--- src/sv/f1s_pkg.sv ---
// Shared constants, payload types and inter-module structs for the
// weighted F1 score engine. No dependencies.
package f1s_pkg;

    localparam int MAX_CLASSES = 16;
    localparam int COUNT_BITS  = 24;
    localparam int CLASS_BITS  = $clog2(MAX_CLASSES);
    localparam int NCLS_W      = $clog2(MAX_CLASSES + 1);
    localparam int CFG_W       = 5;
    localparam int FRAC_BITS   = 16;
    localparam int SCORE_W     = FRAC_BITS + 1;
    // hits*true scaled by 2*2^FRAC_BITS, and the divisor pre-shifted by FRAC_BITS
    localparam int PROD_W      = 2 * COUNT_BITS + 1;
    localparam int NUM_W       = 2 * COUNT_BITS + FRAC_BITS + 1;
    localparam int STEP_W      = $clog2(SCORE_W);

    typedef logic [CLASS_BITS-1:0] class_idx_t;
    typedef logic [COUNT_BITS-1:0] count_t;

    typedef struct packed {
        class_idx_t true_class;
        class_idx_t predicted_class;
        logic       has_sample;
        logic       last;
    } sample_t;

    typedef struct packed {
        logic [SCORE_W-1:0] f1_score;
        count_t             samples_used;
        logic               dropped;
    } result_t;

    typedef struct packed {
        logic       inc;
        logic       drop;
        logic       clear;
        class_idx_t true_class;
        class_idx_t predicted_class;
    } store_ctl_t;

    typedef struct packed {
        count_t hit;
        count_t tru;
        count_t pred;
    } store_rd_t;

    typedef struct packed {
        count_t total;
        logic   full;
        logic   dropped;
    } store_stat_t;

    typedef struct packed {
        logic               done;
        logic [SCORE_W-1:0] score;
    } score_stat_t;

endpackage

--- src/sv/f1s_score.sv ---
// Scoring sequencer: walks the classes with one shared multiplier and a
// restoring divider, one quotient bit per cycle. Depends on f1s_pkg.
module f1s_score
    import f1s_pkg::*;
(
    input  logic        clk,
    input  logic        rst_n,
    input  logic        start,
    input  logic        ack,
    input  store_rd_t   rd,
    input  count_t      total,
    output class_idx_t  rd_idx,
    output score_stat_t stat
);

    typedef enum logic [2:0] {
        S_IDLE,
        S_MUL_NUM,
        S_MUL_DEN,
        S_DIV,
        S_NEXT,
        S_DONE
    } state_t;

    state_t                  state_reg;
    class_idx_t              cls_reg;
    logic [SCORE_W-1:0]      sum_reg;
    logic [SCORE_W-1:0]      q_reg;
    logic [NUM_W-1:0]        rem_reg;
    logic [NUM_W-1:0]        div_reg;
    logic [STEP_W-1:0]       step_reg;

    logic [COUNT_BITS:0]     mul_a;
    count_t                  mul_b;
    logic [PROD_W-1:0]       prod;
    logic                    fits;

    // Shared multiplier: hits*true first, then (true+pred)*total.
    always_comb
    begin
        if (state_reg == S_MUL_NUM)
        begin
            mul_a = {1'b0, rd.hit};
            mul_b = rd.tru;
        end
        else
        begin
            mul_a = {1'b0, rd.tru} + {1'b0, rd.pred};
            mul_b = total;
        end
    end

    assign prod = PROD_W'(mul_a) * PROD_W'(mul_b);
    assign fits = (rem_reg >= div_reg);

    always_ff @(posedge clk or negedge rst_n)
    begin
        if (!rst_n)
        begin
            state_reg <= S_IDLE;
            cls_reg   <= '0;
            sum_reg   <= '0;
            q_reg     <= '0;
            rem_reg   <= '0;
            div_reg   <= '0;
            step_reg  <= '0;
        end
        else
        begin
            unique case (state_reg)
                S_IDLE:
                begin
                    if (start)
                    begin
                        cls_reg   <= '0;
                        sum_reg   <= '0;
                        state_reg <= S_MUL_NUM;
                    end
                end
                S_MUL_NUM:
                begin
                    q_reg <= '0;
                    if (rd.hit == '0)
                    begin
                        state_reg <= S_NEXT;
                    end
                    else
                    begin
                        // numerator = 2 * hits * true * 2^FRAC_BITS
                        rem_reg   <= {prod[PROD_W-2:0], {(FRAC_BITS + 1){1'b0}}};
                        state_reg <= S_MUL_DEN;
                    end
                end
                S_MUL_DEN:
                begin
                    div_reg   <= {prod, {FRAC_BITS{1'b0}}};
                    step_reg  <= '0;
                    state_reg <= S_DIV;
                end
                S_DIV:
                begin
                    // quotient never exceeds 2^FRAC_BITS, so SCORE_W bits suffice
                    if (fits)
                    begin
                        rem_reg <= rem_reg - div_reg;
                    end
                    q_reg    <= {q_reg[SCORE_W-2:0], fits};
                    div_reg  <= div_reg >> 1;
                    step_reg <= step_reg + 1'b1;
                    if (step_reg == STEP_W'(SCORE_W - 1))
                    begin
                        state_reg <= S_NEXT;
                    end
                end
                S_NEXT:
                begin
                    sum_reg <= sum_reg + q_reg;
                    if (cls_reg == CLASS_BITS'(MAX_CLASSES - 1))
                    begin
                        state_reg <= S_DONE;
                    end
                    else
                    begin
                        cls_reg   <= cls_reg + 1'b1;
                        state_reg <= S_MUL_NUM;
                    end
                end
                S_DONE:
                begin
                    if (ack)
                    begin
                        state_reg <= S_IDLE;
                    end
                end
                default:
                begin
                    state_reg <= S_IDLE;
                end
            endcase
        end
    end

    assign rd_idx     = cls_reg;
    assign stat.done  = (state_reg == S_DONE);
    assign stat.score = sum_reg;

endmodule

--- config.mk ---
export PLATFORM = sky130hd
export DESIGN_NAME = f1s_score
export DESIGN_NICKNAME = d
export VERILOG_FILES = /design/src/sv/f1s_pkg.sv /design/src/sv/f1s_score.sv
export SDC_FILE = /design/constraint.sdc
export NUM_CORES = 2
export LEC_CHECK = 0
export ABC_CLOCK_PERIOD_IN_PS = 8000
export BUFFER_PORTS_ARGS = -buffer_cell sky130_fd_sc_hd__clkbuf_2
export CAP_MARGIN = 10
export CORE_MARGIN = 1.5
export CORE_UTILIZATION = 60
export CTS_BUF_LIST = sky130_fd_sc_hd__clkbuf_8
export DETAILED_ROUTE_END_ITERATION = 10
export GPL_ROUTABILITY_DRIVEN = 1
export PLACE_DENSITY = 0.81
export SETUP_SLACK_MARGIN = 0.4
export SYNTH_ARGS = -nofsm -noshare
export SYNTH_HDL_FRONTEND = slang
export SYNTH_SLANG_ARGS = --single-unit
--- constraint.sdc ---
create_clock -name clk -period 8 [get_ports clk]
set_input_delay 1.2 -clock clk [delete_from_list [all_inputs] [get_ports clk]]
set_output_delay 1.2 -clock clk [all_outputs]
set_load 0.02 [all_outputs]
======== Word level (Yosys, flattened, before mapping) ========
Index checks and enable logic that the tools add are counted.
storage, ports and cells
  flip-flop bits (word level) ............. 176
  bits of input ports ..................... 100
  output and inout port bits .............. 22
  logic and storage cells ................. 55
cells by class
  $add $sub $neg .......................... 5
  multiply operators ...................... 1
  magnitude comparators ................... 1
  equal/unequal tests ..................... 13
  multiplexer cells ....................... 19
  reduce and logical (&&, ||, !) cells .... 9
operators with widths
  kind                                                  number
  case mux 65 bit (2 select lines)                      2
  two-way mux 65 bit                                    2
  case mux 17 bit (2 select lines)                      2
  greater-or-equal comparator 65 bit                    1
  subtractor 65 bit                                     1
  multiplier 25 x 24 -> 49 bit                          1
  adder 24 x 24 -> 25 bit                               1
  two-way mux 25 bit                                    1
  zero test 24 bit                                      1
  two-way mux 24 bit                                    1
  case mux 3 bit (6 select lines)                       1
  adder 17 bit                                          1
  two-way mux 17 bit                                    1
  two-way mux 3 bit                                     5
  inequality test 2 bit (second input constant)         6
  case mux 5 bit (2 select lines)                       1
  AND reduction 3 bit                                   3
  two-way mux 4 bit                                     2
  case mux 4 bit (2 select lines)                       1
  equality test 3 x 2 -> 1 bit (second input constant)  2
  equality test 3 bit (second input constant)           2
  nonzero test 2 bit                                    3
  adder 5 x 1 -> 5 bit (second input constant)          1
  equality test 5 bit (second input constant)           1
  other kinds (5)                                       5

======== Logic depth before layout (Yosys ltp) ========
  depth after elaboration ................. 5
  mapped depth ............................ 40
  gate-level depth less buffers ........... 37

======== Worst setup path before layout ========
Ideal clock, no wire load.
  path kind ............................... input port to flip-flop
  start ................................... input port rd[0] (netlist name)
  end ..................................... register rem_reg[62]
  library setup time ...................... 0.130 ns
  data arrival time ....................... 9.519 ns
  setup slack ............................. -1.650 ns
  cell stages on the path ................. 35
  cell sequence ........................... ha_1 > inv_1 > fa_1 > nor2b_1 > o21ai_0 > a21boi_0 > o21ai_0 > a21oi_1 > o31ai_2 > o21ai_0 > xor2_1 > mux2i_1 > nor2_1 > fa_1 > inv_1 > fa_1 > fa_1 > inv_1 > fa_1 > fa_1 > fa_1 > inv_1 > fa_1 > inv_1 > ha_1 > clkbuf_1 > and3_1 > nand4_1 > nor4_1 > o31ai_1 > o311ai_1 > nand4_1 > a21oi_1 > mux2i_1 > a31oi_1
between the ends
  cells in the longest elaborated chain, start to end .. 5
ends and longest elaborated chain
  element                           line              RTL
  from (decl)                       f1s_score.sv:10   input store_rd_t rd,
  adder 24 x 24 -> 25 bit           f1s_score.sv:48   mul_a = {1'b0, rd.tru} + {1'b0, rd.pred};
  two-way mux 25 bit                f1s_score.sv:41   if (state_reg == S_MUL_NUM)
  multiplier 25 x 24 -> 49 bit      f1s_score.sv:53   assign prod = PROD_W'(mul_a) * PROD_W'(mul_b);
  two-way mux 65 bit                f1s_score.sv:83   if (rd.hit == '0)
  case mux 65 bit (2 select lines)  f1s_score.sv:70   unique case (state_reg)
  to (signal assigned)              f1s_score.sv:90   rem_reg <= {prod[PROD_W-2:0], {(FRAC_BITS + 1){1'b0}}};
  to (signal assigned)              f1s_score.sv:105  rem_reg <= rem_reg - div_reg;
  to (decl)                         f1s_score.sv:29   logic [NUM_W-1:0] rem_reg;
No other way between the ends. The select of a mux whose other input is x is not followed.
A chain may end at the register's enable or synchronous reset.

======== Worst setup path in the final report ========
  start ................................... input port rd[10] (netlist name)
  end ..................................... register div_reg[64]
between the ends
  cells in the longest elaborated chain, start to end .. 4
ends and longest elaborated chain
  element                           line              RTL
  adder 24 x 24 -> 25 bit           f1s_score.sv:48
  two-way mux 25 bit                f1s_score.sv:41
  multiplier 25 x 24 -> 49 bit      f1s_score.sv:53
  case mux 65 bit (2 select lines)  f1s_score.sv:70
  to (signal assigned)              f1s_score.sv:96   div_reg <= {prod, {FRAC_BITS{1'b0}}};
  to (signal assigned)              f1s_score.sv:108  div_reg <= div_reg >> 1;
  to (decl)                         f1s_score.sv:30   logic [NUM_W-1:0] div_reg;
No other way between the ends.

==> impl_metrics.py <==
metrics = {
    "drt": {
        "drt_wl_total_um": 112000,
        "vias": 32300,
        "postRouteAntennaNets": 0,
        "drc": 0,
        "first_pass_iters": 9,
        "wl_per_cell_um": 20.9,
        "first_iter_violations": 3413,
        "avgViaCountPerCell": 6.01,
    },
    "timing": {
        "finalSetupViolCount": 68,
        "hold_viol_final": 0,
        "relSlewSlack": 0.268,
        "fin_ws_ns": -1.55,
        "min_period_ns": 9.55,
        "fin_worst_skew_ns": 0.0228,
        "fmax_ghz": 0.105,
        "worstMarginPinSlew_ns": 1.09,
        "rsz0062_at_grt": "yes",
        "finalCritPeriodShare": 1.19,
        "maxSlewViolCount": 0,
        "timing.setup.tns_ns": -74.68,
    },
    "clock_tree": {
        "cts.sinks": 176,
        "cts_buffer_depth": 2,
        "postCtsHoldBufs": 0,
        "cts_tree": "yes",
        "htree_levels": 4,
        "clock-root-buffer": "clkbuf_8",
        "clk_latency_ns": 0.53,
        "numCtsBuffers": 17,
        "path_clk_slew_ns": 0.09,
    },
    "placed_design": {
        "pre_cts_ws_ns": -2.33,
        "gp_congestion": 1.04,
        "placed_cell_area_sq_um": 38900,
        "dp_hpwl_um": 87100,
        "numPortBuffers": 121,
    },
    "setup_path": {
        "critPathKind": "primary input to register",
        "cp_num_buf_inv": 6,
        "cpMostUsedCell": "fa_1",
        "cp_max_fo": 7,
        "rr_endpoint": "div_reg[64]",
        "reg2reg_depth": 32,
        "cp_slowest_cell": "fa_1",
        "crit_required_ns": 8.42,
        "worstPathArrival_ns": 9.97,
        "max_stage_delay_ns": 0.60,
        "startpoint_type": "primary input",
        "cp-end-kind": "register",
        "timing.rr.start": "state_reg[0]",
        "crit_family": "adder cells",
        "rrSetupSlack_ns": -0.23,
    },
    "grt": {
        "grt_max_degree": 94,
        "antenna_found_initial": 15,
        "grt_pass1_vias": 32700,
        "grt_first_pass_wirelength_um": 171000,
        "grt_use_total": 0.385,
        "grt_overflow": 0,
    },
    "logic_synthesis": {
        "ys_async_sr_fraction": 1.00,
        "synth_nets": 5030,
        "syn_area_sq_um": 33700,
        "yosys.area.top_type": "fa_1",
        "ys_types": 78,
        "synth.area.top_cells": "fa_1, dfrtp_1, ha_1",
        "ys.flop_type": "dfrtp_1",
        "ys_seq_area_frac": 0.131,
        "synthCells": 4140,
        "synth.most_common_cell": "inv_1",
        "synth.top_cell.area_share": 0.301,
        "ys_top_cells_by_count": "inv_1, fa_1, nand2_1, nor2_1, ha_1",
        "synth_seq_cells": 176,
        "synth_edf_count": 0,
        "synth-warning-count": 0,
        "synth.avg_cell_area_sq_um": 8.14,
    },
    "die": {
        "die_h_um": 240,
        "pin_count": 122,
        "rows": 86,
        "die_w_um": 240,
        "core_sq_um": 55300,
        "die_area_sq_um": 57600,
        "initial_core_util": 0.609,
    },
    "hold_path": {
        "hp-start": "sum_reg[16]",
        "hold_path_depth": 1,
        "hp-class": "register to register",
        "hold_end": "sum_reg[16]",
    },
    "layout": {
        "final_nets": 5481,
        "drive_above_1_share": 0.215,
        "fin_area_sq_um": 41200,
        "fill_cells": 3874,
        "fin_util": 0.746,
        "multiInputGateArea_sq_um": 27800,
        "syn_to_final_growth_pct": 22.4,
        "regArea_sq_um": 4410,
    },
    "status": {
        "status": "complete, but fails checks",
        "violations": "setup timing",
    },
    "run": {
        "cap_violations": 0,
    },
}
## per-layer routing
| metal | vias to the layer above | wire length [um] | global-route usage |
|---|---|---|---|
| li1 | 14200 | - | - |
| met1 | 15800 | 40800 | 0.476 |
| met2 | 1805 | 51500 | 0.616 |
| met3 | 486 | 11200 | 0.0832 |
| met4 | 2 | 8460 | 0.239 |
| met5 | - | 13 | 0 |
## worst max path at each step
stage,startpoint,end,cells past startpoint
global route,rd[10],div_reg[64],35
floorplan,rd[0],rem_reg[62],36
finish,rd[10],div_reg[64],35
global placement,rd[0],div_reg[57],36
CTS,rd[0],rem_reg[62],38
detailed placement,rd[24],div_reg[57],37
## cells in the final DEF (no fill, tap or decap), drive strengths merged, types with 15 or more instances in the layout
cell type	netlist	layout
fa	507	507
ha	283	283
nand2	507	507
o21ai	218	218
a211oi	15	15
nand2b	20	20
inv	690	694
a31o	16	16
o21a	24	24
and2	43	43
buf	41	521
nor2	496	496
a31oi	63	63
nand3	92	92
nor3	26	26
xnor2	85	85
o21bai	27	27
o211ai	19	19
and3	34	34
xor2	51	51
nand4	42	42
a21oi	211	211
clkbuf	166	137
a22o	23	23
a21o	67	67
dfrtp	176	176
mux2i	52	52
## cell families after synthesis
family          count (synthesis)  synth area share
simple gates                 1314             0.166
compound gates                764             0.141
fa+ha+maj                     790             0.406
flops                         176             0.131
mux                            63            0.0191
buf+inv                       897             0.101
xor+xnor                      136            0.0356
## what timing repair did
| action | CTS | global route |
|---|---|---|
| gates cloned | 0 | 2 |
| pin swaps | 49 | 89 |
| resized for setup | 134 | 174 |
| buffers inserted | 21 | 30 |
| endpoints found under the setup margin | 79 | 79 |
## per-stage QoR
stage,hold WS (ns),cells
floorplan,0.443,4140
global placement,0.469,5265
detailed placement,0.474,5265
CTS,0.486,5318
global route,0.516,5366
finish,0.479,5366
## layout make-up
cell class | instances | share of cell area
clock buffers | 19 | 0.00634
diodes | 14 | 0.000850
well taps | 748 | 0.0227
multi-input cells | 3067 | 0.674
clock inverters | 13 | 0.00358
flip-flops and latches | 176 | 0.107
repair buffers | 639 | 0.123
inverters | 690 | 0.0628
## worst reg2reg max path: cells and delay by family (launching register included)
kind                       cells  cell delay (ns)
DFF                            1             0.48
AOI/OAI and AO/OA              5             1.18
and+or+nand+nor                7             0.98
muxes                          1             0.26
buffers and inverters         10             1.33
adders and majority gates      8             3.81
xor gates and xnor gates       1             0.10
Power is left out: the tool's default activity adds up to more than one toggle a clock period on the data nets, which glitch-free logic cannot reach.
